`src/rtl/aco_pkg.sv`:
```
// Package for the binary-choice ant colony optimizer.
// Holds the sequencer states, codes, constants and the LFSR step.
// No dependencies.
`default_nettype none
package aco_pkg;

    localparam logic OP_LOAD  = 1'b0;
    localparam logic OP_START = 1'b1;

    localparam logic [2:0] CFG_GAIN  = 3'd0;
    localparam logic [2:0] CFG_EVAP  = 3'd1;
    localparam logic [2:0] CFG_THR   = 3'd2;
    localparam logic [2:0] CFG_ITER  = 3'd3;
    localparam logic [2:0] CFG_STEPS = 3'd4;
    localparam logic [2:0] CFG_SEED  = 3'd5;

    localparam logic [31:0] LFSR_TAPS = 32'h8020_0003;
    localparam logic [31:0] PH_MAX    = 32'hFFFF_FFFF;

    typedef enum logic [3:0] {
        ST_IDLE,
        ST_W_RD,
        ST_W_DEC,
        ST_E_RD,
        ST_E_WR,
        ST_D_RDC,
        ST_D_LDP,
        ST_C_RD,
        ST_C_ACC,
        ST_DIV_GO,
        ST_DIV_WAIT,
        ST_P_RD,
        ST_P_WR,
        ST_O_RD,
        ST_O_LD,
        ST_O_HOLD
    } state_t;

    typedef struct packed {
        logic busy;
        logic done;
    } div_stat_t;

    function automatic logic [31:0] lfsr_step(input logic [31:0] x);
        logic [31:0] r;
        r = {1'b0, x[31:1]};
        if (x[0])
        begin
            r = r ^ LFSR_TAPS;
        end
        return r;
    endfunction

endpackage
`default_nettype wire

```
`src/rtl/aco_div.sv`:
```
// Restoring divider, one quotient bit per cycle, 32-bit dividend.
// Depends on aco_pkg for the status struct.
`default_nettype none
module aco_div
    import aco_pkg::*;
#(
    parameter int DW = 22
)
(
    input  wire logic          clk,
    input  wire logic          rst_n,
    input  wire logic          start,
    input  wire logic [31:0]   dividend,
    input  wire logic [DW-1:0] divisor,
    output logic [31:0]        quot,
    output div_stat_t          stat
);

    logic [4:0]    cnt_reg;
    logic          busy_reg;
    logic          done_reg;
    logic [DW-1:0] rem_reg;
    logic [31:0]   quo_reg;
    logic [DW-1:0] dvs_reg;

    logic [DW:0]   shifted;
    logic [DW+1:0] diff;

    assign shifted = {rem_reg, quo_reg[31]};
    assign diff    = {1'b0, shifted} - {2'b0, dvs_reg};

    always_ff @(posedge clk or negedge rst_n)
    begin
        if (!rst_n)
        begin
            cnt_reg  <= '0;
            busy_reg <= 1'b0;
            done_reg <= 1'b0;
        end
        else
        begin
            done_reg <= 1'b0;
            if (start)
            begin
                cnt_reg  <= '0;
                busy_reg <= 1'b1;
            end
            else if (busy_reg)
            begin
                cnt_reg <= cnt_reg + 5'd1;
                if (cnt_reg == 5'd31)
                begin
                    busy_reg <= 1'b0;
                    done_reg <= 1'b1;
                end
            end
        end
    end

    always_ff @(posedge clk)
    begin
        if (start)
        begin
            rem_reg <= '0;
            quo_reg <= dividend;
            dvs_reg <= divisor;
        end
        else if (busy_reg)
        begin
            if (!diff[DW+1])
            begin
                rem_reg <= diff[DW-1:0];
                quo_reg <= {quo_reg[30:0], 1'b1};
            end
            else
            begin
                rem_reg <= shifted[DW-1:0];
                quo_reg <= {quo_reg[30:0], 1'b0};
            end
        end
    end

    assign quot      = quo_reg;
    assign stat.busy = busy_reg;
    assign stat.done = done_reg;

endmodule
`default_nettype wire

```
`config.mk`:
```
export PLATFORM = sky130hd
export DESIGN_NAME = aco_div
export DESIGN_NICKNAME = d
export VERILOG_FILES = /design/src/rtl/aco_pkg.sv /design/src/rtl/aco_div.sv
export SDC_FILE = /design/constraint.sdc
export NUM_CORES = 1
export LEC_CHECK = 0
export ABC_AREA = 1
export CORE_MARGIN = 2
export CORE_UTILIZATION = 64
export CTS_BUF_LIST = sky130_fd_sc_hd__clkbuf_16
export CTS_CLUSTER_SIZE = 30
export DETAILED_ROUTE_END_ITERATION = 10
export DONT_BUFFER_PORTS = 1
export PLACE_DENSITY = 0.78
export SYNTH_ARGS = -nofsm -noshare
export SYNTH_HDL_FRONTEND = slang
export SYNTH_SLANG_ARGS = --single-unit
export TNS_END_PERCENT = 20
```
`constraint.sdc`:
```
create_clock -name clk -period 2.6 [get_ports clk]
set_clock_uncertainty 0.05 [all_clocks]
set_input_delay 0.26 -clock clk [delete_from_list [all_inputs] [get_ports clk]]
set_output_delay 0.26 -clock clk [all_outputs]
set_load 0.1 [all_outputs]
```
* After elaboration in Yosys (flattened, before gate mapping) *
Index checks and enable logic that the tools add are counted.

operators by class
  muxes and demuxes = 12
  reductions and logical operators = 1
  add/subtract/negate cells = 2
  equal/unequal tests = 1

operators with widths
  cell                   count
  $mux W32               2
  $sub A23 B22 Y24       1
  $mux W22               1
  $mux W5                2
  $mux W1                7
  $add A5 B1 Y5 const B  1
  $eq A5 B5 Y1 const B   1
  $reduce_bool A2 Y1     1

word-level totals
  bits in registers = 83
  output and inout bits = 34
  logic and storage cells = 22
  input bits = 57

* Longest topological paths before layout *
Gate-level depths: netlist of run 1.

  depth after elaboration = 4
  mapped depth = 15
  depth with buffers taken out = 14

* Least setup slack after synthesis of run 1 *
OpenSTA, ideal clock, no wires.

  path kind = register -> register
  from = register quo_reg[31] (netlist: quot[31])
  to = register rem_reg[12]
  library setup time = 0.120 ns
  path buffers = 0
  stages on the path, launching flop included = 15
  clock period less this slack = 2.439 ns
  slack = 0.161 ns
  required time = 2.430 ns
  data arrival time = 2.269 ns
  cell sequence = edfxtp_1 > inv_1 > ha_1 > inv_1 > fa_1 > nand3_1 > nand3_1 > nand2_1 > nand2_1 > nand2_1 > nand2_1 > nand2_1 > nand3_1 > o211ai_1 > nand2_1

between the ends
  longest elaborated chain between the ends = 2

RTL lines
  item                      RTL line       source
  start: declaration        aco_div.sv:23  logic [31:0] quo_reg;
  start signal: assignment  aco_div.sv:65  quo_reg <= dividend;
  start signal: assignment  aco_div.sv:73  quo_reg <= {quo_reg[30:0], 1'b1};
  start signal: assignment  aco_div.sv:78  quo_reg <= {quo_reg[30:0], 1'b0};
  $sub A23 B22 Y24          aco_div.sv:30  assign diff = {1'b0, shifted} - {2'b0, dvs_reg};
  $mux W22                  aco_div.sv:70  if (!diff[DW+1])
  end signal: assignment    aco_div.sv:72  rem_reg <= diff[DW-1:0];
  end signal: assignment    aco_div.sv:77  rem_reg <= shifted[DW-1:0];
  end: declaration          aco_div.sv:22  logic [DW-1:0] rem_reg;

No other way between the ends.
A chain may end at the register's enable or synchronous reset.

* Final worst setup path of run 1 *
  from = register dvs_reg[16]
  to = register rem_reg[4]

between the ends
  longest elaborated chain between the ends = 2

RTL lines
  item                      RTL line       source
  start: declaration        aco_div.sv:24  logic [DW-1:0] dvs_reg;
  start signal: assignment  aco_div.sv:66  dvs_reg <= divisor;
  $sub A23 B22 Y24          aco_div.sv:30
  $mux W22                  aco_div.sv:70

No other way between the ends.

==> reports/results.tsv, run 1 <==
metric	value	unit
tritoncts.num_buffers	9	
crit_fanout	22	
worstMarginPinSlew	0.967	ns
vdd_drop_max	777	uV
drive_above_1_share	0.0734	
grt_util_all_layers	0.271	
cp-endpoint	rem_reg[4]	
numPortBuffers	0	
ant_nets	0	
hold_class	input port to flop	
relSlewSlack	0.355	
syn_avg_cell_area	7.51	sq um
post-route-drc-count	0	
grt_overflow	0	
place_hpwl	7560	um
grt_pass1_wl	18200	um
synth_cells	658	
endpoint_kind	flop	
ys_seq_elements	83	
yosysWarnings	0	
cp_slowest_cell	nand3_2	
r2r_end	rem_reg[4]	
slowest_delay	0.50	ns
rsz0062_at_grt	no	
dieArea	0.00843	sq mm
syn-cell-area	0.00494	sq mm
worst_path_dominant_cell_family	simple AND/OR/NAND/NOR gates	
rows	32	
hold_depth	2	
crit_top_cell	nand2_1	
crit_required	2.77	ns
reg2reg_slack	0.19	ns
p_total	5330	uW
routed_wl	11200	um
power.leakage	0.00292	uW
boundaryPins	91	
tritoncts	built	
startpoint	dvs_reg[16]	
ys_types	36	
wire_per_inst	14.0	um
die_h	91.8	um
cts_resized	0	
power_density	947	mW/mm^2
grt_pass1_vias	4085	
arrival	2.58	ns
final_cell_mix	nand2_1, inv_1, edfxtp_1, nand3_1, ha_1	
core	0.00761	sq mm
tns	0	ns
path_class	flop to flop	
hold_viol_final	0	
start_util	0.649	
path_depth	10	
largest_register_ffs	32	
cp_cell_sequence	inv_1 -> ha_1 -> nand2_1 -> nand2_1 -> nand2_1 -> nand2_1 -> a21oi_2 -> nand3_2 -> o211ai_1 -> nand2_1	
clock-root-buffer	clkbuf_16	
reg2regPathDepth	10	
syn-num-nets	740	
final_max_slew_viol_count	0	
cts_sinks	83	
grt_max_degree	46	
clock.fmax	414	MHz
layout_min_cycle_time	2.41	ns
diodes	0	
die_x	91.8	um
drtIter0Drc	222	
htree_levels	3	
avgViaCountPerCell	5.30	
layout_commonest_cell	nand2_1	
cap_viol_max_count	0	
antenna_found_initial	0	
syn_to_final_growth	13.9	%
nets	772	
finalCritPeriodShare	0.929	
status	finished clean	
cts_setup_buffers	0	
cts_max_path_buffers	2	
drt-pass1-iter-count	5	
path_clk_slew	0.07	ns
finalSetupViolCount	0	
ys_seq_area_frac	0.453	
startpoint_type	flop	
place_congestion	0.886	
dr_total_vias	4225	
path_buf_inv	1	
insertion_delay	0.33	ns
rr_startpoint	dvs_reg[16]	
area by class of cell:
class                      count  area, sq um
clock inverter                 7         76.3
clock buffer                   9          225
sequential                    83         2240
multi-input combinational    454         2220
fill                         624         1980
timing repair buffer          37          348
tap                          102          128
inverter                     105          394
synth_stat cells:
cell type	n	area share
buf_1	1	0.00076
or2_2	5	0.0063
nand3_2	1	0.0020
inv_1	104	0.079
clkinv_1	1	0.00076
a21oi_2	2	0.0035
a21oi_1	12	0.012
o211ai_1	9	0.014
nand3_1	42	0.043
nor4_1	1	0.0013
edfxtp_1	54	0.33
nand4_1	5	0.0063
nand2_1	281	0.21
ha_1	24	0.061
xnor2_1	7	0.012
buf_4	3	0.0046
nand3_4	1	0.0035
a31oi_1	1	0.0013
xor2_1	1	0.0018
or2_1	1	0.0013
clkbuf_1	8	0.0061
nor3_2	1	0.0020
o21ai_0	3	0.0030
nor3_1	6	0.0061
o21bai_1	2	0.0030
fa_1	1	0.0041
buf_6	3	0.0068
o21ai_1	9	0.0091
nand2_2	7	0.0089
dfrtp_1	7	0.035
a22o_1	1	0.0018
nor2_2	4	0.0051
nor2_1	23	0.017
and2_1	3	0.0038
buf_2	2	0.0020
dfxtp_1	22	0.089
through the flow:
stage	std cells	hold slack [ns]	utilization	area, sq um	setup WS [ns]
detailed placement	756	-0.0853	0.666	5060	0.211
global route	797	0.0557	0.739	5630	0.0300
CTS	796	0.0527	0.738	5620	0.192
floorplan	658	-0.0856	-	4940	0.161
finish	797	0.0610	0.739	5630	0.186
global placement	756	-0.0853	0.666	5060	0.269
power breakdown:
part	total, uW	internal (uW)	switching (uW)	leakage [uW]
Combinational	2000	699	1300	0.00193
Clock	1290	751	538	0.000148
Sequential	2030	1620	410	0.000840
Total	5330	3070	2250	0.00292
repair_timing:
action                     in CTS  in global routing
setup endpoints to repair       0                  3
hold buffers                   24                  0
hold endpoints to repair       55                  0
how the worst min path moves through the flow:
stage	end	from	slack, ns
after floorplan	busy_reg	rst_n	-0.09
after global placement	cnt_reg[0]	rst_n	-0.09
after detailed placement	cnt_reg[2]	rst_n	-0.09
after CTS	quot[8]	dividend[8]	0.05
after global routing	quot[14]	dividend[14]	0.06
final	quot[8]	dividend[8]	0.06
kinds of logic after synthesis:
| group | Yosys count | synth area share |
|---|---|---|
| buf+inv | 122 | 0.100 |
| simple gates | 381 | 0.320 |
| fa+ha+maj | 25 | 0.0649 |
| compound gates | 39 | 0.0476 |
| flops | 83 | 0.453 |
| xor+xnor | 8 | 0.0142 |
routing by layer:
metal	part of all wire	track usage	wire length [um]	vias up
met5	0	0	0	-
li1	-	-	-	2135
met3	0.057	0.0616	633	17
met1	0.43	0.339	4830	1937
met4	0.015	0.0759	170	0
met2	0.50	0.474	5530	136
Note: power is estimated with default switching activity, not from simulation.
==> run 2, diff against run 1 <==
==> constraint.sdc (replaced) <==
create_clock -name clk -period 2.6 [get_ports clk]
set_clock_uncertainty 0.05 [all_clocks]
set_input_delay 0.13 -clock clk [delete_from_list [all_inputs] [get_ports clk]]
set_output_delay 0.13 -clock clk [all_outputs]
set_load 0.1 [all_outputs]
==> reports/results.tsv, run 2 (synthesized netlist as in run 1, its figures left out) <==
metric	value	unit	change
status	finished clean		
tritoncts	built		
vdd_drop_max	559	uV	-28%
layout_commonest_cell	nand2_1		
syn_to_final_growth	20.0	%	
diodes	0		unchanged
worstMarginPinSlew	0.957	ns	-0.0108 ns
drt-pass1-iter-count	5		unchanged
relSlewSlack	0.362		+0.00723
wire_per_inst	14.8	um	+5.9%
endpoint_kind	flop		
path_depth	8		-2
grt_overflow	0		unchanged
cp_slowest_cell	nand3_2		
startpoint	dvs_reg[18]		
drtIter0Drc	356		+60%
crit_top_cell	nand2_1		
core	0.00761	sq mm	unchanged
grt_pass1_wl	20100	um	+10%
cp-endpoint	quot[0]		
rsz0062_at_grt	no		
crit_fanout	22		unchanged
dr_total_vias	4435		+5.0%
cts_sinks	83		unchanged
startpoint_type	flop		
finalCritPeriodShare	0.919		-0.00945
post-route-drc-count	0		unchanged
hold_viol_final	0		unchanged
numPortBuffers	0		unchanged
path_buf_inv	1		unchanged
hold_class	input port to asynchronous set/reset pin		
hold_ws	0.0697	ns	+0.00868 ns
grt_pass1_vias	4400		+7.7%
grt_util_all_layers	0.300		+0.0287
arrival	2.44	ns	-0.14 ns
crit_required	2.65	ns	-0.12 ns
cp_cell_sequence	inv_1 -> ha_1 -> a21oi_2 -> nand2_1 -> a21oi_2 -> nand3_2 -> nand2_1 -> nand2_1		
cts_setup_buffers	0		unchanged
tns	0	ns	unchanged
path_clk_slew	0.06	ns	about the same
final_cell_mix	nand2_1, inv_1, dlygate4sd3_1, edfxtp_1, nand3_1		
power_density	894	mW/mm^2	-5.6%
insertion_delay	0.34	ns	about the same
htree_levels	3		unchanged
clock-root-buffer	clkbuf_16		
place_hpwl	7580	um	+0.33%
r2r_end	quot[0]		
place_congestion	0.886		about the same
final_max_slew_viol_count	0		unchanged
cts_max_path_buffers	2		unchanged
layout_min_cycle_time	2.39	ns	-0.0246 ns
die_x	91.8	um	unchanged
avgViaCountPerCell	5.35		+0.92%
power.leakage	0.00304	uW	+4.2%
boundaryPins	91		unchanged
grt_max_degree	61		+33%
ant_nets	0		unchanged
worst_path_dominant_cell_family	simple AND/OR/NAND/NOR gates		
rr_startpoint	dvs_reg[18]		
start_util	0.649		unchanged
tritoncts.num_buffers	9		unchanged
antenna_found_initial	0		unchanged
reg2reg_slack	0.21	ns	+0.02 ns
reg2regPathDepth	8		-2
slowest_delay	0.48	ns	-0.02 ns
drive_above_1_share	0.0702		-0.00323
rows	32		unchanged
nets	804		+4.1%
largest_register_ffs	32		unchanged
routed_wl	12300	um	+10%
die_h	91.8	um	unchanged
dieArea	0.00843	sq mm	unchanged
cap_viol_max_count	0		unchanged
cts_resized	0		unchanged
finalSetupViolCount	0		unchanged
path_class	flop to flop		
clock.fmax	418	MHz	+1.0%
-- run 2: layout make-up --
| class | instances | area (sq um) |
|---|---|---|
| multi-input cells | 454 | 2220 |
| flip-flops and latches | 83 | 2240 |
| repair buffers | 69 | 676 |
| inverters | 105 | 394 |
| well taps | 102 | 128 |
| clock inverters | 7 | 51.3 |
| fillers | 545 | 1680 |
| clock buffers | 9 | 225 |
-- run 2: power breakdown --
group / internal [uW] / switching (uW) / total [uW]
combinational: 736 / 1330 / 2070
sequential: 1620 / 412 / 2040
clock: 654 / 541 / 1190
total: 3010 / 2290 / 5300
-- run 2: how the worst min path moves through the flow --
stage	slack (ns)	cells after the start	start	end
2_1_floorplan	-0.22	0	rst_n	busy_reg
3_3_place_gp	-0.22	0	rst_n	cnt_reg[0]
3_5_place_dp	-0.22	0	rst_n	cnt_reg[0]
4_1_cts	0.07	1	rst_n	cnt_reg[0]
5_1_grt	0.09	1	rst_n	cnt_reg[0]
6_report	0.07	1	rst_n	cnt_reg[0]
-- run 2: per-stage QoR --
| step | util | area (sq um) | power, uW | std cells | worst slack [ns] |
|---|---|---|---|---|---|
| floorplan | - | 4940 | 3640 | 658 | 0.161 |
| global placement | 0.666 | 5060 | 3910 | 756 | 0.269 |
| detailed placement | 0.666 | 5060 | 3950 | 756 | 0.204 |
| CTS | 0.778 | 5920 | 5230 | 828 | 0.203 |
| global route | 0.779 | 5930 | 5630 | 829 | 0.0673 |
| finish | 0.779 | 5930 | 5300 | 829 | 0.210 |
-- run 2: per-layer routing --
metal | global-route usage | vias to the layer above | wire [um]
li1 | - | 2193 | -
met1 | 0.369 | 2032 | 5120
met2 | 0.511 | 175 | 5890
met3 | 0.0666 | 35 | 876
met4 | 0.124 | 0 | 399
met5 | 0 | - | 0
-- run 2: timing repair --
action / in CTS / in global routing
hold endpoints to repair: 89 / 0
endpoints found under the setup margin: 0 / 2
hold buffers: 56 / 0
-- run 2: worst register-to-register path, stage by stage, from the launching register on --
cell	delay, ns
edfxtp_1	0.33
inv_1	0.04
ha_1	0.38
a21oi_2	0.22
nand2_1	0.11
a21oi_2	0.27
nand3_2	0.48
nand2_1	0.21
nand2_1	0.06
